--- src/hw/rtl/smbus_block_pec_framer_core_defines.svh ---
// Assertion helpers used by the framer core.
`ifndef SMBUS_BLOCK_PEC_FRAMER_CORE_DEFINES_SVH
`define SMBUS_BLOCK_PEC_FRAMER_CORE_DEFINES_SVH

// Same-cycle implication, checked outside reset
`define SBPF_ASSERT_NOW(name, clk, rst_n, ante, cons, msg) \
    name: assert property (@(posedge clk) disable iff (!rst_n) (ante) |-> (cons)) \
        else $error(msg);

// Next-cycle implication, checked outside reset
`define SBPF_ASSERT_NEXT(name, clk, rst_n, ante, cons, msg) \
    name: assert property (@(posedge clk) disable iff (!rst_n) (ante) |=> (cons)) \
        else $error(msg);

`endif

--- src/hw/rtl/smbus_bpf_pkg.sv ---
package smbus_bpf_pkg;

    // Largest SMBus block
    localparam int MAX_BLOCK = 32;
    localparam logic [7:0] MAX_BLOCK_B = 8'(MAX_BLOCK);
    localparam int CNT_W = $clog2(MAX_BLOCK + 1);

    // CRC-8 polynomial x^8+x^2+x+1, top bit implied
    localparam logic [7:0] PEC_POLY = 8'h07;

    // Results one input item can produce
    localparam int RES_MAX = 3;
    localparam int RCNT_W = $clog2(RES_MAX + 1);

    // Queue between front and back
    localparam int QDEPTH = 2;
    localparam int QPTR_W = $clog2(QDEPTH);
    localparam int QCNT_W = $clog2(QDEPTH + 1);

    // Configuration port
    localparam int ADDR_W = 5;
    localparam int REG_IDX_W = ADDR_W - 2;
    localparam logic [REG_IDX_W-1:0] REG_MODE = 3'd0;
    localparam logic [REG_IDX_W-1:0] REG_SLAVE_ADDRESS = 3'd1;
    localparam logic [REG_IDX_W-1:0] REG_COMMAND_CODE = 3'd2;
    localparam logic [REG_IDX_W-1:0] REG_PEC_ENABLE = 3'd3;
    localparam logic [REG_IDX_W-1:0] REG_CALLER_LENGTH = 3'd4;

    typedef enum logic [1:0] {
        ST_OK        = 2'd0,
        ST_CRC_ERR   = 2'd1,
        ST_BAD_LEN   = 2'd2,
        ST_BUF_SMALL = 2'd3
    } t_status;

    typedef struct packed {
        logic       mode;
        logic [6:0] slave_address;
        logic [7:0] command_code;
        logic       pec_enable;
        logic [7:0] caller_length;
    } t_cfg;

    typedef struct packed {
        logic [7:0] out_byte;
        logic       is_status;
        t_status    status;
        logic       last;
    } t_result;

    // One queue entry: the results of one input item, slot 0 first
    typedef struct packed {
        t_result [RES_MAX-1:0] res;
        logic [RCNT_W-1:0]     cnt;
    } t_entry;

    // Front status seen by the top level
    typedef struct packed {
        logic seeding;
        logic push;
    } t_front_stat;

    // Queue status
    typedef struct packed {
        logic full;
        logic nonempty;
    } t_queue_stat;

    function automatic logic [7:0] crc8_byte(input logic [7:0] crc_in, input logic [7:0] b);
        logic [7:0] c;
        c = crc_in ^ b;
        for (int i = 0; i < 8; i++) begin
            c = c[7] ? ((c << 1) ^ PEC_POLY) : (c << 1);
        end
        return c;
    endfunction

    function automatic t_result byte_res(input logic [7:0] b, input logic last);
        t_result r;
        r.out_byte = b;
        r.is_status = 1'b0;
        r.status = ST_OK;
        r.last = last;
        return r;
    endfunction

    function automatic t_result stat_res(input t_status st);
        t_result r;
        r.out_byte = 8'd0;
        r.is_status = 1'b1;
        r.status = st;
        r.last = 1'b1;
        return r;
    endfunction

endpackage

--- src/hw/rtl/smbus_bpf_in_if.sv ---
interface smbus_bpf_in_if;
    logic       valid;
    logic       ready;
    logic       start_req;
    logic [7:0] data_byte;

    modport source (output valid, output start_req, output data_byte, input ready);
    modport sink (input valid, input start_req, input data_byte, output ready);
endinterface

--- src/hw/rtl/smbus_bpf_out_if.sv ---
interface smbus_bpf_out_if;
    logic       valid;
    logic       ready;
    logic [7:0] out_byte;
    logic       is_status;
    logic [1:0] status;
    logic       last;

    modport source (output valid, output out_byte, output is_status, output status,
                    output last, input ready);
    modport sink (input valid, input out_byte, input is_status, input status,
                  input last, output ready);
endinterface

--- src/hw/rtl/smbus_block_pec_framer_core.sv ---
// SMBus block write framer and block read checker with CRC-8 PEC.
// i_item carries input items (start_req, data_byte); o_res carries result
// transfers (out_byte, is_status, status, last). Both use valid/ready and
// move a transfer on a rising edge with both high. The APB port sets mode,
// slave_address, command_code, pec_enable and caller_length at 4*index.
// A start item, unless its write length is over the limit, holds
// i_item.ready low while the front builds the PEC seed in phases SEED1 and
// SEED2, one byte per cycle, though a full queue can hold SEED2 of a write.
// Results pass through the queue and then the back's output register, and
// leave from that register at one per cycle while o_res.ready is high.
// A two-entry queue between front and back lets intake continue while the
// receiver stalls; outside the seed cycles i_item.ready drops only when that
// queue is full. Synchronous reset clears the configuration, the phase, the
// PEC and the byte counters and empties the queue; no clearing pass is needed.
`include "smbus_block_pec_framer_core_defines.svh"

module smbus_block_pec_framer_core (
    input  logic                                i_clk,
    input  logic                                i_rst_n,
    smbus_bpf_in_if.sink                        i_item,
    smbus_bpf_out_if.source                     o_res,
    input  logic                                psel,
    input  logic                                penable,
    input  logic                                pwrite,
    input  logic [smbus_bpf_pkg::ADDR_W-1:0]    paddr,
    input  logic [31:0]                         pwdata,
    output logic [31:0]                         prdata,
    output logic                                pready
);
    import smbus_bpf_pkg::*;

    t_cfg                 r_cfg;
    logic                 cfg_wr;
    logic [REG_IDX_W-1:0] reg_idx;
    logic                 push;
    logic                 pop;
    t_entry               entry;
    t_entry               head;
    t_front_stat          fstat;
    t_queue_stat          qstat;

    assign pready = 1'b1;
    assign cfg_wr = psel && penable && pwrite && pready;
    assign reg_idx = paddr[ADDR_W-1:2];

    // Write configuration registers
    always_ff @(posedge i_clk) begin
        if (!i_rst_n) begin
            r_cfg <= '0;
        end else if (cfg_wr) begin
            case (reg_idx)
                REG_MODE:          r_cfg.mode <= pwdata[0];
                REG_SLAVE_ADDRESS: r_cfg.slave_address <= pwdata[6:0];
                REG_COMMAND_CODE:  r_cfg.command_code <= pwdata[7:0];
                REG_PEC_ENABLE:    r_cfg.pec_enable <= pwdata[0];
                REG_CALLER_LENGTH: r_cfg.caller_length <= pwdata[7:0];
                default: ;
            endcase
        end
    end

    // Read back configuration registers
    always_comb begin
        case (reg_idx)
            REG_MODE:          prdata = {31'd0, r_cfg.mode};
            REG_SLAVE_ADDRESS: prdata = {25'd0, r_cfg.slave_address};
            REG_COMMAND_CODE:  prdata = {24'd0, r_cfg.command_code};
            REG_PEC_ENABLE:    prdata = {31'd0, r_cfg.pec_enable};
            REG_CALLER_LENGTH: prdata = {24'd0, r_cfg.caller_length};
            default:           prdata = 32'd0;
        endcase
    end

    smbus_bpf_front u_front (
        .i_clk   (i_clk),
        .i_rst_n (i_rst_n),
        .i_item  (i_item),
        .i_cfg   (r_cfg),
        .i_qstat (qstat),
        .o_push  (push),
        .o_entry (entry),
        .o_stat  (fstat)
    );

    smbus_bpf_queue u_queue (
        .i_clk   (i_clk),
        .i_rst_n (i_rst_n),
        .i_push  (push),
        .i_entry (entry),
        .i_pop   (pop),
        .o_head  (head),
        .o_stat  (qstat)
    );

    smbus_bpf_back u_back (
        .i_clk   (i_clk),
        .i_rst_n (i_rst_n),
        .i_head  (head),
        .i_qstat (qstat),
        .o_pop   (pop),
        .o_res   (o_res)
    );

    `SBPF_ASSERT_NOW(a_no_intake_while_seeding, i_clk, i_rst_n, fstat.seeding, !i_item.ready, "item taken while PEC seed in progress")
    `SBPF_ASSERT_NOW(a_no_push_when_full, i_clk, i_rst_n, fstat.push, !qstat.full, "queue overflow")
    `SBPF_ASSERT_NEXT(a_queued_work_offered, i_clk, i_rst_n, qstat.nonempty, o_res.valid, "queued results not offered")

endmodule

--- src/hw/rtl/smbus_bpf_front.sv ---
module smbus_bpf_front (
    input  logic                       i_clk,
    input  logic                       i_rst_n,
    smbus_bpf_in_if.sink               i_item,
    input  smbus_bpf_pkg::t_cfg        i_cfg,
    input  smbus_bpf_pkg::t_queue_stat i_qstat,
    output logic                       o_push,
    output smbus_bpf_pkg::t_entry      o_entry,
    output smbus_bpf_pkg::t_front_stat o_stat
);
    import smbus_bpf_pkg::*;

    typedef enum logic [2:0] {
        PH_IDLE,
        PH_SEED1,
        PH_SEED2,
        PH_WDATA,
        PH_RCOUNT,
        PH_RDATA,
        PH_RPEC
    } t_phase;

    t_phase           r_phase, n_phase;
    logic [7:0]       r_pec, n_pec;
    logic [CNT_W-1:0] r_byte_cnt, n_byte_cnt;
    logic [CNT_W-1:0] r_blk_cnt, n_blk_cnt;
    // Start-time copy of the registers used while seeding
    logic             r_mode_s, n_mode_s;
    logic [6:0]       r_addr_s, n_addr_s;
    logic [7:0]       r_cmd_s, n_cmd_s;
    logic [7:0]       r_len_s, n_len_s;
    logic             r_pen_s, n_pen_s;

    logic             seeding;
    logic             acc;
    logic             push;
    t_entry           ent;
    logic [7:0]       d;
    logic [7:0]       d_pec;
    logic [7:0]       seed_byte;
    logic [7:0]       seed_pec;
    logic [CNT_W-1:0] cnt_inc;

    // Block intake while the PEC seed is built or the queue is full
    assign seeding = (r_phase == PH_SEED1) || (r_phase == PH_SEED2);
    assign i_item.ready = !seeding && !i_qstat.full;
    assign acc = i_item.valid && i_item.ready;

    assign d = i_item.data_byte;
    assign d_pec = crc8_byte(r_pec, d);
    assign cnt_inc = r_byte_cnt + 1'b1;
    assign seed_byte = r_mode_s ? {r_addr_s, 1'b1} : r_len_s;
    assign seed_pec = crc8_byte(r_pec, seed_byte);

    // Classify the item and build its results
    always_comb begin
        n_phase = r_phase;
        n_pec = r_pec;
        n_byte_cnt = r_byte_cnt;
        n_blk_cnt = r_blk_cnt;
        n_mode_s = r_mode_s;
        n_addr_s = r_addr_s;
        n_cmd_s = r_cmd_s;
        n_len_s = r_len_s;
        n_pen_s = r_pen_s;
        push = 1'b0;
        ent = '0;
        if (acc && i_item.start_req) begin
            n_byte_cnt = '0;
            n_mode_s = i_cfg.mode;
            n_addr_s = i_cfg.slave_address;
            n_cmd_s = i_cfg.command_code;
            n_len_s = i_cfg.caller_length;
            n_pen_s = i_cfg.pec_enable;
            if (!i_cfg.mode && (i_cfg.caller_length > MAX_BLOCK_B)) begin
                ent.res[0] = stat_res(ST_BAD_LEN);
                ent.cnt = RCNT_W'(1);
                push = 1'b1;
                n_phase = PH_IDLE;
            end else begin
                n_pec = crc8_byte(8'd0, {i_cfg.slave_address, 1'b0});
                n_phase = PH_SEED1;
            end
        end else begin
            unique case (r_phase)
                PH_SEED1: begin
                    n_pec = crc8_byte(r_pec, r_cmd_s);
                    n_phase = PH_SEED2;
                end
                PH_SEED2: begin
                    if (r_mode_s) begin
                        n_pec = seed_pec;
                        n_blk_cnt = '0;
                        n_phase = PH_RCOUNT;
                    end else if (!i_qstat.full) begin
                        // Command and length, then close a zero-length write
                        n_pec = seed_pec;
                        n_blk_cnt = r_len_s[CNT_W-1:0];
                        ent.res[0] = byte_res(r_cmd_s, 1'b0);
                        ent.res[1] = byte_res(r_len_s, 1'b0);
                        push = 1'b1;
                        if (r_len_s == 8'd0) begin
                            ent.res[2] = r_pen_s ? byte_res(seed_pec, 1'b1) : stat_res(ST_OK);
                            ent.cnt = RCNT_W'(3);
                            n_phase = PH_IDLE;
                        end else begin
                            ent.cnt = RCNT_W'(2);
                            n_phase = PH_WDATA;
                        end
                    end
                end
                PH_WDATA: begin
                    if (acc) begin
                        n_pec = d_pec;
                        n_byte_cnt = cnt_inc;
                        ent.res[0] = byte_res(d, 1'b0);
                        ent.cnt = RCNT_W'(1);
                        push = 1'b1;
                        if (cnt_inc >= r_blk_cnt) begin
                            if (i_cfg.pec_enable) begin
                                ent.res[1] = byte_res(d_pec, 1'b0);
                                ent.res[2] = stat_res(ST_OK);
                                ent.cnt = RCNT_W'(3);
                            end else begin
                                ent.res[1] = stat_res(ST_OK);
                                ent.cnt = RCNT_W'(2);
                            end
                            n_phase = PH_IDLE;
                        end
                    end
                end
                PH_RCOUNT: begin
                    if (acc) begin
                        if ((d == 8'd0) || (d > MAX_BLOCK_B)) begin
                            ent.res[0] = stat_res(ST_BAD_LEN);
                            ent.cnt = RCNT_W'(1);
                            push = 1'b1;
                            n_phase = PH_IDLE;
                        end else if (d > i_cfg.caller_length) begin
                            // Skip the PEC check: the frame was not fully read
                            ent.res[0] = stat_res(ST_BUF_SMALL);
                            ent.cnt = RCNT_W'(1);
                            push = 1'b1;
                            n_phase = PH_IDLE;
                        end else begin
                            n_pec = d_pec;
                            n_blk_cnt = d[CNT_W-1:0];
                            n_byte_cnt = '0;
                            n_phase = PH_RDATA;
                        end
                    end
                end
                PH_RDATA: begin
                    if (acc) begin
                        n_pec = d_pec;
                        n_byte_cnt = cnt_inc;
                        ent.res[0] = byte_res(d, 1'b0);
                        ent.cnt = RCNT_W'(1);
                        push = 1'b1;
                        if (cnt_inc >= r_blk_cnt) begin
                            if (i_cfg.pec_enable) begin
                                n_phase = PH_RPEC;
                            end else begin
                                ent.res[1] = stat_res(ST_OK);
                                ent.cnt = RCNT_W'(2);
                                n_phase = PH_IDLE;
                            end
                        end
                    end
                end
                PH_RPEC: begin
                    if (acc) begin
                        ent.res[0] = stat_res((d == r_pec) ? ST_OK : ST_CRC_ERR);
                        ent.cnt = RCNT_W'(1);
                        push = 1'b1;
                        n_phase = PH_IDLE;
                    end
                end
                default: begin
                    // Drop data items outside a transaction
                    n_phase = PH_IDLE;
                end
            endcase
        end
    end

    // Hold phase and working values
    always_ff @(posedge i_clk) begin
        if (!i_rst_n) begin
            r_phase <= PH_IDLE;
            r_pec <= '0;
            r_byte_cnt <= '0;
            r_blk_cnt <= '0;
        end else begin
            r_phase <= n_phase;
            r_pec <= n_pec;
            r_byte_cnt <= n_byte_cnt;
            r_blk_cnt <= n_blk_cnt;
        end
        r_mode_s <= n_mode_s;
        r_addr_s <= n_addr_s;
        r_cmd_s <= n_cmd_s;
        r_len_s <= n_len_s;
        r_pen_s <= n_pen_s;
    end

    assign o_push = push;
    assign o_entry = ent;
    assign o_stat.seeding = seeding;
    assign o_stat.push = push;

endmodule

--- src/hw/rtl/smbus_bpf_queue.sv ---
module smbus_bpf_queue (
    input  logic                       i_clk,
    input  logic                       i_rst_n,
    input  logic                       i_push,
    input  smbus_bpf_pkg::t_entry      i_entry,
    input  logic                       i_pop,
    output smbus_bpf_pkg::t_entry      o_head,
    output smbus_bpf_pkg::t_queue_stat o_stat
);
    import smbus_bpf_pkg::*;

    t_entry            r_mem [QDEPTH];
    logic [QPTR_W-1:0] r_wr_ptr;
    logic [QPTR_W-1:0] r_rd_ptr;
    logic [QCNT_W-1:0] r_count;
    logic              do_push;
    logic              do_pop;

    assign do_push = i_push && (r_count != QCNT_W'(QDEPTH));
    assign do_pop = i_pop && (r_count != '0);

    // Advance pointers and count
    always_ff @(posedge i_clk) begin
        if (!i_rst_n) begin
            r_wr_ptr <= '0;
            r_rd_ptr <= '0;
            r_count <= '0;
        end else begin
            if (do_push) begin
                r_wr_ptr <= r_wr_ptr + 1'b1;
            end
            if (do_pop) begin
                r_rd_ptr <= r_rd_ptr + 1'b1;
            end
            if (do_push && !do_pop) begin
                r_count <= r_count + 1'b1;
            end else if (do_pop && !do_push) begin
                r_count <= r_count - 1'b1;
            end
        end
    end

    // Store entries
    always_ff @(posedge i_clk) begin
        if (do_push) begin
            r_mem[r_wr_ptr] <= i_entry;
        end
    end

    assign o_head = r_mem[r_rd_ptr];
    assign o_stat.full = (r_count == QCNT_W'(QDEPTH));
    assign o_stat.nonempty = (r_count != '0);

endmodule

--- src/hw/rtl/smbus_bpf_back.sv ---
module smbus_bpf_back (
    input  logic                       i_clk,
    input  logic                       i_rst_n,
    input  smbus_bpf_pkg::t_entry      i_head,
    input  smbus_bpf_pkg::t_queue_stat i_qstat,
    output logic                       o_pop,
    smbus_bpf_out_if.source            o_res
);
    import smbus_bpf_pkg::*;

    logic              r_busy;
    t_entry            r_ent;
    logic [RCNT_W-1:0] r_idx;
    t_result           cur;
    logic              xfer;
    logic              at_end;
    logic              pop;

    // Select the result slot being offered
    always_comb begin
        case (r_idx)
            RCNT_W'(0): cur = r_ent.res[0];
            RCNT_W'(1): cur = r_ent.res[1];
            RCNT_W'(2): cur = r_ent.res[2];
            default:    cur = r_ent.res[0];
        endcase
    end

    assign xfer = r_busy && o_res.ready;
    assign at_end = (r_idx == (r_ent.cnt - 1'b1));
    assign pop = i_qstat.nonempty && (!r_busy || (xfer && at_end));

    // Load the next entry or step through the current one
    always_ff @(posedge i_clk) begin
        if (!i_rst_n) begin
            r_busy <= 1'b0;
            r_idx <= '0;
        end else if (pop) begin
            r_busy <= 1'b1;
            r_idx <= '0;
        end else if (xfer) begin
            if (at_end) begin
                r_busy <= 1'b0;
            end else begin
                r_idx <= r_idx + 1'b1;
            end
        end
        if (pop) begin
            r_ent <= i_head;
        end
    end

    assign o_pop = pop;
    assign o_res.valid = r_busy;
    assign o_res.out_byte = cur.out_byte;
    assign o_res.is_status = cur.is_status;
    assign o_res.status = cur.status;
    assign o_res.last = cur.last;

endmodule

--- src/flat_wrapper.sv ---
// flat-port wrapper written by rule: the top's interface ports become plain ports
module smbus_block_pec_framer_core_flat import smbus_bpf_pkg::*;
  (i_clk, i_rst_n, psel, penable, pwrite, paddr, pwdata, prdata, pready, i_item_valid, i_item_start_req, i_item_data_byte, i_item_ready, o_res_valid, o_res_out_byte, o_res_is_status, o_res_status, o_res_last, o_res_ready);
  smbus_bpf_in_if i_item_i ();
  smbus_bpf_out_if o_res_i ();
  input  logic i_clk;
  input  logic i_rst_n;
  input  logic psel;
  input  logic penable;
  input  logic pwrite;
  input  logic [smbus_bpf_pkg::ADDR_W-1:0] paddr;
  input  logic [31:0] pwdata;
  output logic [31:0] prdata;
  output logic pready;
  input wire logic [$bits(i_item_i.valid)-1:0] i_item_valid;
  input wire logic [$bits(i_item_i.start_req)-1:0] i_item_start_req;
  input wire logic [$bits(i_item_i.data_byte)-1:0] i_item_data_byte;
  output wire logic [$bits(i_item_i.ready)-1:0] i_item_ready;
  output wire logic [$bits(o_res_i.valid)-1:0] o_res_valid;
  output wire logic [$bits(o_res_i.out_byte)-1:0] o_res_out_byte;
  output wire logic [$bits(o_res_i.is_status)-1:0] o_res_is_status;
  output wire logic [$bits(o_res_i.status)-1:0] o_res_status;
  output wire logic [$bits(o_res_i.last)-1:0] o_res_last;
  input wire logic [$bits(o_res_i.ready)-1:0] o_res_ready;
  assign i_item_i.valid = i_item_valid;
  assign i_item_i.start_req = i_item_start_req;
  assign i_item_i.data_byte = i_item_data_byte;
  assign i_item_ready = i_item_i.ready;
  assign o_res_valid = o_res_i.valid;
  assign o_res_out_byte = o_res_i.out_byte;
  assign o_res_is_status = o_res_i.is_status;
  assign o_res_status = o_res_i.status;
  assign o_res_last = o_res_i.last;
  assign o_res_i.ready = o_res_ready;
  smbus_block_pec_framer_core u_core (.i_clk(i_clk), .i_rst_n(i_rst_n), .i_item(i_item_i), .o_res(o_res_i), .psel(psel), .penable(penable), .pwrite(pwrite), .paddr(paddr), .pwdata(pwdata), .prdata(prdata), .pready(pready));
endmodule
--- config.mk ---
export PLATFORM = sky130hd
export DESIGN_NAME = smbus_block_pec_framer_core_flat
export DESIGN_NICKNAME = d
export VERILOG_FILES = /design/src/hw/rtl/smbus_bpf_pkg.sv /design/src/hw/rtl/smbus_bpf_in_if.sv /design/src/hw/rtl/smbus_bpf_out_if.sv /design/src/hw/rtl/smbus_block_pec_framer_core.sv /design/src/hw/rtl/smbus_bpf_front.sv /design/src/hw/rtl/smbus_bpf_queue.sv /design/src/hw/rtl/smbus_bpf_back.sv /design/src/flat_wrapper.sv
export VERILOG_INCLUDE_DIRS = /design/src /design/src/hw/rtl
export SDC_FILE = /design/constraint.sdc
export NUM_CORES = 1
export LEC_CHECK = 0
export BUFFER_PORTS_ARGS = -buffer_cell sky130_fd_sc_hd__buf_2
export CAP_MARGIN = 20
export CELL_PAD_IN_SITES_DETAIL_PLACEMENT = 1
export CELL_PAD_IN_SITES_GLOBAL_PLACEMENT = 2
export CORE_AREA = 2 2 185 187
export DETAILED_ROUTE_END_ITERATION = 8
export DIE_AREA = 0 0 187 189
export PLACE_DENSITY = 0.66
export SLEW_MARGIN = 20
export SYNTH_ARGS = -nofsm -noshare
export SYNTH_HDL_FRONTEND = slang
export SYNTH_HIERARCHICAL = 1
export SYNTH_SLANG_ARGS = --single-unit
--- constraint.sdc ---
create_clock -name i_clk -period 6.6 [get_ports i_clk]
set_input_delay 0.33 -clock i_clk [delete_from_list [all_inputs] [get_ports i_clk]]
set_output_delay 0.33 -clock i_clk [all_outputs]
set_load 0.01 [all_outputs]
# Yosys cells after proc, flatten, opt, wreduce, memory -nomap -nowiden
# Memories as Yosys holds them, arrays and structs flattened. A register that Yosys moved wholly into a read port is not among the register bits.
# Index checks and enable logic that the tools add are counted.
[op_classes] addsub=7 mul=0 n_div=0 magnitude_cmp=4 eq_ne=32 n_shift=0 muxes=113 bitwise=38 n_reduce_logical=47
[op_table] op="2-to-1 mux 3 bit" n=44
[op_table] op="inverter 3 bit" n=32
[op_table] op="2-to-1 mux 6 bit" n=14
[op_table] op="2-to-1 mux 38 bit" n=2
[op_table] op="2-to-1 mux 8 bit" n=9
[op_table] op="one-hot mux 14 bit (5 select lines)" n=1
[op_table] op="one-hot mux 12 bit (2 select lines)" n=2
[op_table] op="one-hot mux 8 bit (5 select lines)" n=1
[op_table] op="2-to-1 mux 12 bit" n=3
[op_table] op="one-hot mux 12 bit (3 select lines)" n=1
[op_table] op="one-hot mux 8 bit (4 select lines)" n=1
[op_table] op="2-to-1 mux 30 bit" n=1
[op_table] op="!= test 3 bit, second input constant" n=9
[op_table] op="2-to-1 mux 24 bit" n=1
[op_table] op="one-hot mux 6 bit (2 select lines)" n=2
[op_table] op="XOR 8 bit" n=3
[op_table] op="2-to-1 mux 18 bit" n=1
[op_table] op="one-hot mux 3 bit (6 select lines)" n=1
[op_table] op="2-to-1 mux 1 bit" n=17
[op_table] op="> comparator 8 x 6 -> 1 bit, second input constant" n=2
[op_table] op="zero test 8 bit" n=2
[op_table] op="2-to-1 mux 16 bit" n=1
[op_table] op="2-to-1 mux 14 bit" n=1
[op_table] op="AND reduction 2 bit" n=7
[op_table] op="other kinds (32)" n=83
[totals] register_bits=80 latchBits=0 ramBits=76 mem_bits_ro=0 input_bits=53 out_inout_bits=47 wordCells=261 n_memories=1
[memory_table] name="u_core.u_queue.r_mem" words=2 width=38 read_ports=1 rd_ports_with_merged_regs=1 wr=1 line_no="smbus_bpf_queue.sv:12" text="t_entry r_mem [QDEPTH];"

# Depth between registers and ports, before layout
# Gate-level depths: netlist of the first run.
[depth] depth_word=24 mapped_depth=16 ltp_nobuf=15

# Modules after synthesis
# The synthesis of the first run kept the hierarchy.
[modules_own_cells] mod="smbus_bpf_front" instances=1 cells_each=460 area_per_inst_um2=3973.8 seq_area_each_um2=1211.2
[modules_own_cells] mod="smbus_bpf_queue" instances=1 cells_each=143 area_per_inst_um2=2979.1 seq_area_each_um2=2382.3
[modules_own_cells] mod="smbus_bpf_back" instances=1 cells_each=106 area_per_inst_um2=1574.0 seq_area_each_um2=1201.2
[modules_own_cells] mod="smbus_block_pec_framer_core" instances=1 cells_each=149 area_per_inst_um2=1375.1 seq_area_each_um2=500.5

# Worst setup path after synthesis of the first run
# OpenSTA, ideal clock, no wires.
[synth_path] path_kind="input port to flip-flop" start="input port i_item_data_byte[0]" end="memory u_core/u_queue/r_mem[0][0] (netlist bit), enable pin" setup_ns=0.428 t_arrival_ns=3.573 t_required_ns=6.172 setup_slack_ns=2.599 stages=11 n_path_buf=1 cell_sequence="clkbuf_1 -> inv_1 -> ha_1 -> and4_1 -> nor3_1 -> a211oi_4 -> a21oi_1 -> nor3_1 -> o21ai_0 -> inv_1 -> nor3_2"
[synth_between] elab_chain_len=9 elab_cells_between_ends=12 classes_between="2 x order compare; 7 x mux; 3 x reduce/logical"
[synth_lines] element="start: declaration" line_no="flat_wrapper.sv:17" text="input wire logic [$bits(i_item_i.data_byte)-1:0] i_item_data_byte;"
[synth_lines] element="> comparator 8 bit, or another cell as far along" line_no="smbus_bpf_front.sv:139" text="end else if (d > i_cfg.caller_length) begin"
[synth_lines] element="2-to-1 mux 1 bit / logical OR 1 bit (equally long branches)" line_no="smbus_bpf_front.sv:139, smbus_bpf_front.sv:134"
[synth_lines] element="2-to-1 mux 1 bit *" line_no="smbus_bpf_front.sv:134" text="if ((d == 8'd0) || (d > MAX_BLOCK_B)) begin"
[synth_lines] element="2-to-1 mux 1 bit *" line_no="smbus_bpf_front.sv:133" text="if (acc) begin"
[synth_lines] element="one-hot mux 1 bit (3 select lines) *" line_no="smbus_bpf_front.sv:85" text="unique case (r_phase)"
[synth_lines] element="2-to-1 mux 1 bit *" line_no="smbus_bpf_front.sv:68" text="if (acc && i_item.start_req) begin"
[synth_lines] element="named net u_core.push" line_no="smbus_block_pec_framer_core.sv:35" text="logic push;"
[synth_lines] element="logical AND 1 bit *" line_no="smbus_bpf_queue.sv:19" text="assign do_push = i_push && (r_count != QCNT_W'(QDEPTH));"
[synth_lines] element="2-to-1 mux 1 bit *" line_no="smbus_bpf_queue.sv:45" text="if (do_push) begin"
[synth_lines] element="2-to-1 mux 1 bit (not written as such) *" line_no="smbus_bpf_queue.sv:46" text="r_mem[r_wr_ptr] <= i_entry;"
[synth_lines] element="end: declaration" line_no="smbus_bpf_queue.sv:12"
# Mark *: on every way through the listed nets, which the timed path passes. The rest lies on a longest branch.

# Worst setup path in the final report of the first run
[layout_path] start="register u_core.u_front.r_phase[2]" end="memory u_core/u_queue/r_mem[0][15] (netlist bit), enable pin"
[layout_between] elab_chain_len=11 elab_cells_between_ends=19 classes_between="6 x eq/ne; 6 x mux; 7 x reduce/logical"
[layout_lines] element="start: declaration" line_no="smbus_bpf_front.sv:23" text="t_phase r_phase, n_phase;"
[layout_lines] element="start signal: assignment" line_no="smbus_bpf_front.sv:195" text="r_phase <= n_phase;"
[layout_lines] element="== test 3 x 1 -> 1 bit / == test 3 x 2 -> 1 bit (equally long branches)" line_no="smbus_bpf_front.sv:45, smbus_bpf_front.sv:85"
[layout_lines] element="logical OR 1 bit" line_no="smbus_bpf_front.sv:45" text="assign seeding = (r_phase == PH_SEED1) || (r_phase == PH_SEED2);"
[layout_lines] element="zero test 1 bit" line_no="smbus_bpf_front.sv:46" text="assign i_item.ready = !seeding && !i_qstat.full;"
[layout_lines] element="logical AND 1 bit" line_no="smbus_bpf_front.sv:46"
[layout_lines] element="logical AND 1 bit" line_no="smbus_bpf_front.sv:47" text="assign acc = i_item.valid && i_item.ready;"
[layout_lines] element="2-to-1 mux 1 bit (on tied branches)"
[layout_lines] element="one-hot mux 1 bit (3 select lines)" line_no="smbus_bpf_front.sv:85"
[layout_lines] element="2-to-1 mux 1 bit *" line_no="smbus_bpf_front.sv:68"
[layout_lines] element="named net u_core.push" line_no="smbus_block_pec_framer_core.sv:35"
[layout_lines] element="logical AND 1 bit *" line_no="smbus_bpf_queue.sv:19"
[layout_lines] element="2-to-1 mux 1 bit *" line_no="smbus_bpf_queue.sv:45"
[layout_lines] element="2-to-1 mux 1 bit (not written as such) *" line_no="smbus_bpf_queue.sv:46"
# Marks and branches as above.

==> qor.txt, run 1 <==
max incr delay on CP: 700 ps
Syn-to-layout area delta: 11.8%
Die Wd: 187 um
GRT overflow: 0
status: finished, final reports clean
CP Launch Type: flip-flop
H-tree levels: 4
Power, Total: 0.00286 W
setup violators final: 0
Worst Path Arrival: 3730 ps
Root Buffer: clkbuf_16
Post-DP Area: 0.0104 mm^2
CP Max Fanout: 39
first-pass GRT wire length: 38.8 mm
die area: 0.0353 mm^2
Num CTS Buffers: 17
commonest non-fill, non-tap cell in the layout: edfxtp_1
total global-route track usage: 14.1%
Static Leak: 3.68 nW
I/O Buffers: 48
half-perimeter wire length after placement: 17.7 mm
initial antenna violation count: 0
worst rel slew slack: 42.1%
Setup WS pre-CTS: 2960 ps
Max Freq: 273 MHz
Pins Over Slew Limit: 0
Clock Tree Buf Depth: 2
commonest non-fill, non-tap cells in the layout: edfxtp_1 (139), nand2_1 (90), xnor2_1 (69)
routed len/inst: 18.2 um
worst hold path class: primary input to flip-flop
pin count of the biggest net entering global routing: 46
CTS resizes: 0
syn avg cell area: 11.6 um^2
Cells after Synth: 856
Power per Cell Area: 259 mW/mm^2
fin nets: 962
Cell Area, Synth: 0.00989 mm^2
CP Class: flip-flop to flip-flop
Reg-to-Reg End: u_core/u_queue/r_mem[0][15]
slowest CP cell: nor2_1
total vias in the final route: 6391
post-CTS setup buffer count: 0
WP depth: 10
Least-Margin Pin Slew: 868 ps
Die Y-Extent: 189 um
worst endpoint required time: 6660 ps
hold path cells: 2
CTS tree: built
DRC: 0
1st-iter DRT viols: 266
reg-to-reg slack, setup: 2940 ps
core area: 0.0333 mm^2
antenna diode count: 0
CP Capture Type: flip-flop
# rows: 67
WHS Endpoint: u_core/u_back/o_res.valid
Clk Latency, worst-skew pair: 430 ps
initial cell density of the core: 29.7%
fin crit share: 55.5%
Reg2Reg Depth: 10
share of layout cells above drive strength 1: 14.7%
Vias/cell: 4.74
hold buffer count at CTS: 0
CTS clk-pin slew, worst paths: 90 ps
minimum clock period: 3660 ps
Finished Cell Area: 0.0111 mm^2
critical path buffer and inverter count: 2
Ports: 100
worst vdd ir: 0.000158 V
clk sinks: 195
total length of routed wires: 24.6 mm
RSZ-0062 raised after global routing: false
Final Hold Viols: 0
crit-path leading delay family: simple AND/OR/NAND/NOR gates
post-route ant nets: 0
Worst Min Path Start: o_res_ready
clk_skew: 19.4 ps
first-pass detailed-route iteration total: 5
final worst slack: 2940 ps
final setup TNS: 0 ps
Synth Warn #: 6
maxcap violations: 0
Fillers: 3670
worst r2r src: u_core/u_front/r_phase[2]
CP cell instances: nand2b_1, nor2_1, and3_1, a211oi_4, a21oi_1, nor3_1, o21ai_0, inv_1, nor3_4, buf_4
GPL Wtd Cong: 0.808
number of global-route vias before repair: 6724
## where the power goes
group          switching [W]  internal (W)  leakage [nW]  total, W
clock network       0.000527      0.000518         0.289   0.00104
registers          0.0000334       0.00132          1.69   0.00136
logic               0.000258      0.000201          1.70  0.000459
## state kept, by name, summed over array words and instances (netlist names), 2 cells and up, named ones only
signal and flops:
u_core/r_cfg 25, u_core/u_queue/r_count 2, u_core/u_front/r_byte_cnt 6, u_core/u_back/r_idx 2, u_core/u_back/r_ent 38, u_core/u_front/r_cmd_s 8
u_core/u_front/r_pec 8, u_core/u_front/r_phase 3, u_core/u_front/r_addr_s 7, u_core/u_front/r_blk_cnt 6, u_core/u_queue/r_mem 76, u_core/u_front/r_len_s 8
## how the worst max path moves through the flow
stage | end | startpoint | slack [ps]
2_1_floorplan | u_core/u_queue/r_mem[0][0] | i_item_data_byte[0] | 2670
3_3_place_gp | u_core/u_queue/r_mem[0][37] | u_core/u_front/r_phase[2] | 3000
3_5_place_dp | u_core/u_queue/r_mem[0][37] | u_core/u_front/r_phase[2] | 2960
4_1_cts | u_core/u_queue/r_mem[0][7] | u_core/u_front/r_phase[2] | 2930
5_1_grt | u_core/u_queue/r_mem[0][7] | u_core/u_front/r_phase[2] | 2640
6_report | u_core/u_queue/r_mem[0][15] | u_core/u_front/r_phase[2] | 2940
## metrics by stage
step                hold slack [ps]  instances  utilization [%]
detailed placement              459       1316             31.3
CTS                             121       1348             33.1
global route                    134       1349             33.2
global placement                447       1316             31.3
finish                          146       1349             33.2
floorplan                       429        882                -
## layer usage
layer | track usage, % | vias to the layer above | part of all wire (%)
met5 | 0 | - | 0
met4 | 3.14 | 0 | 0.64
met2 | 23.7 | 89 | 49
met3 | 2.32 | 7 | 3.0
li1 | - | 3127 | -
met1 | 18.9 | 3168 | 48
## layout make-up
type,count,area [um^2],area share (%)
sequential,195,5300,47.9
multi-input combinational,596,4190,37.9
tap,448,561,5.07
clock buffer,18,429,3.88
timing repair buffer,57,328,2.97
clock inverter,14,174,1.57
inverter,21,78.8,0.713
(Power assumes the default switching activity.)
==> run 2, diff against run 1 <==
- ABC_AREA: default -> 1
- CORE_AREA: 2 2 185 187 -> 2 2 192 194
- DIE_AREA: 0 0 187 189 -> 0 0 194 196
- PLACE_DENSITY: 0.66 -> 0.7
- clock period: 6.6 -> 3.74 ns (I/O delays scaled with it)
==> run 2 against run 1 <==
Compared with the run above:
- sequential power grew 77%
- critical path type unchanged
- via count grew 26%
- highest routed layer unchanged
- non-clock buffer count is the same
==> qor.txt, run 2 <==
minimum clock period: 3040 ps
first-pass GRT wire length: 46.1 mm
combinational cell fraction of total power: 16.8%
final setup TNS: 0 ps
Pins Over Slew Limit: 0
worst rel slew slack: 58.1%
share of layout cells above drive strength 1: 14.7%
Num CTS Buffers: 17
pin count of the biggest net entering global routing: 43
Clk Latency, worst-skew pair: 450 ps
Cells after Synth: 1232
initial cell density of the core: 29.6%
P_int: 0.00353 W
clock group share of total power: 35.6%
Root Buffer: clkbuf_16
Power per Cell Area: 428 mW/mm^2
Static Leak: 4.92 nW
clk_skew: 9.53 ps
post-route ant nets: 0
Syn-to-layout area delta: 10.6%
Psw: 0.00154 W
CP Launch Type: flip-flop
CP Capture Type: flip-flop
Die Y-Extent: 196 um
CTS resizes: 0
I/O Buffers: 48
first-pass detailed-route iteration total: 5
worst vdd ir: 0.000322 V
GPL Wtd Cong: 0.824
fin crit share: 81.2%
Worst Path Arrival: 3210 ps
Synth Warn #: 6
CP Max Fanout: 5
GRT overflow: 0
H-tree levels: 4
core area: 0.0361 mm^2
Ports: 100
total vias in the final route: 8028
CP Class: flip-flop to flip-flop
CTS tree: built
Cell Area, Synth: 0.0107 mm^2
Inst Count DP: 1723
Die Wd: 194 um
commonest non-fill, non-tap cell in the layout: nand2_1
CTS clk-pin slew, worst paths: 70 ps
Top Registers: u_core/u_queue/r_mem x76, u_core/u_back/r_ent x38, u_core/r_cfg x25
DRC: 0
Clock Tree Buf Depth: 2
initial antenna violation count: 0
worst hold path class: primary input to flip-flop
RSZ-0062 raised after global routing: false
total global-route track usage: 15.7%
antenna diode count: 0
Power, Total: 0.00506 W
status: finished, final reports clean
Least-Margin Pin Slew: 629 ps
Reg with most FFs: u_core/u_queue/r_mem
# rows: 70
maxcap violations: 0
hold_ws: 72.2 ps
post-CTS setup buffer count: 0
total length of routed wires: 29.2 mm
Final Hold Viols: 0
max reg flops: 76
Vias/cell: 4.57
Final Non-Filler Cells: 1755
number of global-route vias before repair: 8222
reg-to-reg slack, setup: 700 ps
half-perimeter wire length after placement: 22.0 mm
routed len/inst: 16.6 um
switch share: 30.3%
register share of total power: 47.6%
setup violators final: 0
Max Freq: 329 MHz
commonest non-fill, non-tap cells in the layout: nand2_1 (343), edfxtp_1 (139), nor2_1 (132)
syn avg cell area: 8.68 um^2
die area: 0.0380 mm^2
worst endpoint required time: 3920 ps
fin nets: 1348
hold buffer count at CTS: 0
1st-iter DRT viols: 370
clk sinks: 195
run 2: cell types whose count changed in the layout (fill, tap and decap cells not counted), sizes merged, moves of 52 or more:
cell and delta:
nand2 +265, nand3 +105, inv +96, nor2 +93
a21oi +58, xnor2 -52
run 2: critical path: stages (launching register included):
cell and delay [ps]:
dfxtp_1 420, nand3_1 130, nor2_1 130, inv_1 60
o21ai_0 210, nand2_1 90, ha_1 330, nand2_1 60
o21ai_0 200, nor2_1 120, or2_2 290, or2_2 290
nor3_1 430
run 2: area by class of cell:
class / instances / area (um^2)
inverter: 118 / 448
sequential: 195 / 5300
tap: 468 / 586
clock inverter: 13 / 110
multi-input combinational: 885 / 4620
timing repair buffer: 57 / 308
fill: 4298 / 24300
clock buffer: 19 / 454
run 2: power by group through the flow:
| stage | Combinational (W) | Clock (W) | Sequential, W |
|---|---|---|---|
| floorplan | 0.000642 | 0 | 0.00243 |
| global placement | 0.000842 | 0 | 0.00246 |
| detailed placement | 0.000859 | 0 | 0.00246 |
| CTS | 0.000862 | 0.00185 | 0.00241 |
| global route | 0.000970 | 0.00193 | 0.00242 |
| finish | 0.000851 | 0.00180 | 0.00241 |
run 2: stage by stage:
step	instance area (um^2)	setup slack, ps	utilization [%]
finish	11800	703	32.8
detailed placement	11300	668	31.2
global route	11800	315	32.8
floorplan	10800	133	-
global placement	11300	810	31.2
CTS	11800	646	32.8
run 2: per-layer routing:
metal  wire (um)  share of wire (%)  GRT usage (%)
met1       14100                 48           20.6
met2       14100                 48           27.1
met3         660                2.3           2.41
met4         332                1.1           3.93
met5           0                  0              0
run 2: path summary, 6_finish.rpt:
kind                                                   start                           to  cells past startpoint
worst min register to register   u_core/u_front/r_blk_cnt[3]  u_core/u_front/r_blk_cnt[3]                      2
worst min-delay path                               pwdata[7]             u_core/r_cfg[16]                      5
worst max register to register  u_core/u_front/r_byte_cnt[0]  u_core/u_queue/r_mem[1][17]                     12
worst max-delay path            u_core/u_front/r_byte_cnt[0]  u_core/u_queue/r_mem[1][17]                     12
==> run 3, diff against run 2 <==
- ABC_AREA: 1 -> 0
- CORE_AREA: 2 2 192 194 -> 2 2 185 187
- DIE_AREA: 0 0 194 196 -> 0 0 187 189
- PLACE_DENSITY: 0.7 -> 0.66
- clock period: 3.74 -> 3.03 ns (I/O delays scaled with it)
==> run 3 against run 2 <==
Compared with the run above:
- power rose by 25%
- first-iteration DRC count shrank 12%
- via count is 18% lower
- combinational power grew 22%
- sequential share of layout area up 1.3 points
- sequential power rose by 22%
- cell count down 21%
- design area shrank 2.8%
- clock power is 31% higher
- critical path type unchanged
- critical endpoint is now u_core/u_queue/r_count[1]
- highest routed layer unchanged
==> qor.txt, run 3 (synthesis gave the netlist of run 1 again) <==
Root Buffer: clkbuf_16
fin crit share: 93.8%
Syn-to-layout area delta: 16.2%
CTS clk-pin slew, worst paths: 90 ps
initial cell density of the core: 29.7%
worst rel slew slack: 43.9%
worst r2r src: u_core/r_cfg[3]
total global-route track usage: 14.6%
critical path buffer and inverter count: 2
CP Class: flip-flop to flip-flop
1st-iter DRT viols: 326
maxcap violations: 0
CP cell instances: inv_1, ha_1, and4_2, nand2b_4, and3_1, a211oi_4, a21oi_2, nor3_2, o21ai_2, inv_1, nor2_1, ha_1, or3_1, a21boi_1
clk sinks: 195
first-pass GRT wire length: 39.8 mm
post-route ant nets: 0
worst endpoint required time: 3400 ps
worst hold path class: primary input to flip-flop
die area: 0.0353 mm^2
Die Y-Extent: 189 um
fin nets: 1007
initial antenna violation count: 0
routed len/inst: 18.2 um
Pins Over Slew Limit: 0
Clock Tree Buf Depth: 2
CP Capture Type: flip-flop
GRT overflow: 0
CP Max Fanout: 3
GPL Wtd Cong: 0.798
Reg2Reg Depth: 14
hold_ws: 39.1 ps
Least-Margin Pin Slew: 838 ps
Power per Cell Area: 552 mW/mm^2
Static Leak: 3.93 nW
number of global-route vias before repair: 6821
Reg with most FFs: u_core/u_queue/r_mem
antenna diode count: 0
slowest CP cell: or3_1
WP depth: 14
half-perimeter wire length after placement: 18.6 mm
Worst Min Path Start: pwdata[3]
post-CTS setup buffer count: 0
# rows: 67
RSZ-0062 raised after global routing: true
Ports: 100
final core occ: 34.5%
DRC: 0
H-tree levels: 4
first-pass detailed-route iteration total: 4
commonest non-fill, non-tap cell in the layout: edfxtp_1
Reg-to-Reg End: u_core/u_queue/r_count[1]
I/O Buffers: 48
setup violators final: 0
pin count of the biggest net entering global routing: 45
Final Hold Viols: 0
reg-to-reg slack, setup: 190 ps
Clk Latency, worst-skew pair: 450 ps
CP Launch Type: flip-flop
WHS Endpoint: u_core/r_cfg[20]
CTS tree: built
Die Wd: 187 um
worst vdd ir: 0.000402 V
hold path cells: 3
Num CTS Buffers: 17
max incr delay on CP: 350 ps
Max Freq: 352 MHz
clk_skew: 24.8 ps
total length of routed wires: 25.4 mm
max reg flops: 76
minimum clock period: 2840 ps
crit-path leading delay family: simple AND/OR/NAND/NOR gates
Top Registers: u_core/u_queue/r_mem x76, u_core/u_back/r_ent x38, u_core/r_cfg x25
core area: 0.0333 mm^2
commonest non-fill, non-tap cells in the layout: edfxtp_1 (139), nand2_1 (90), xnor2_1 (69)
status: finished, final reports clean
total vias in the final route: 6565
Worst Path Arrival: 3220 ps
Vias/cell: 4.71
share of layout cells above drive strength 1: 19.7%
[run 3: layer usage]
| layer | GRT usage, % | up-vias | wire length, um |
|---|---|---|---|
| li1 | - | 3214 | - |
| met1 | 19.8 | 3208 | 12300 |
| met2 | 24.1 | 121 | 11900 |
| met3 | 2.43 | 22 | 907 |
| met4 | 3.94 | 0 | 330 |
| met5 | 0 | - | 0 |
[run 3: metrics by stage]
stage                     TNS, ps  instance area, um^2  total power [W]  std cells  setup slack (ps)
final                           0                11500          0.00634       1394               188
after global routing        -17.5                11500          0.00663       1394             -17.5
after CTS                       0                11400          0.00643       1394              7.39
after detailed placement        0                10800          0.00404       1358              20.8
after global placement          0                10800          0.00403       1358              50.0
after floorplan                 0                10000          0.00380        882              40.3
[run 3: worst max-delay path by stage]
stage | startpoint | to | slack, ps
6_report | u_core/r_cfg[3] | u_core/u_queue/r_count[1] | 190
5_1_grt | u_core/r_cfg[3] | u_core/u_queue/r_count[1] | -20
4_1_cts | u_core/r_cfg[7] | u_core/u_queue/r_count[1] | 7
3_5_place_dp | u_core/r_cfg[7] | u_core/u_queue/r_count[1] | 20
3_3_place_gp | u_core/r_cfg[7] | u_core/u_queue/r_count[1] | 50
2_1_floorplan | u_core/r_cfg[3] | u_core/u_queue/r_mem[0][0] | 40
[run 3: where the power goes]
group | leakage [nW] | internal, W | switching, W
logic | 1.95 | 0.000468 | 0.000573
registers | 1.69 | 0.00288 | 0.0000607
clock network | 0.295 | 0.00114 | 0.00123
[run 3: final cells by class]
cell class,instances,area (um^2)
clock buffers,17,425
fillers,3693,21800
clock inverters,15,195
multi-input cells,596,4240
repair buffers,102,693
well taps,448,561
flip-flops and latches,195,5300
inverters,21,78.8
[run 3: repair_timing]
item,4_1_cts,5_1_grt
hold endpoints to repair,6,0
gates resized for setup,0,8
setup endpoints to repair,0,6
hold buffers,4,0
[run 3: worst reg2reg max path, cell delays in order (launching register included)]
cell and delay [ps]:
dfxtp_1 330, inv_1 60, ha_1 310, and4_2 280, nand2b_4 60, and3_1 200
a211oi_4 250, a21oi_2 90, nor3_2 210, o21ai_2 80, inv_1 80, nor2_1 50
ha_1 310, or3_1 350, a21boi_1 140
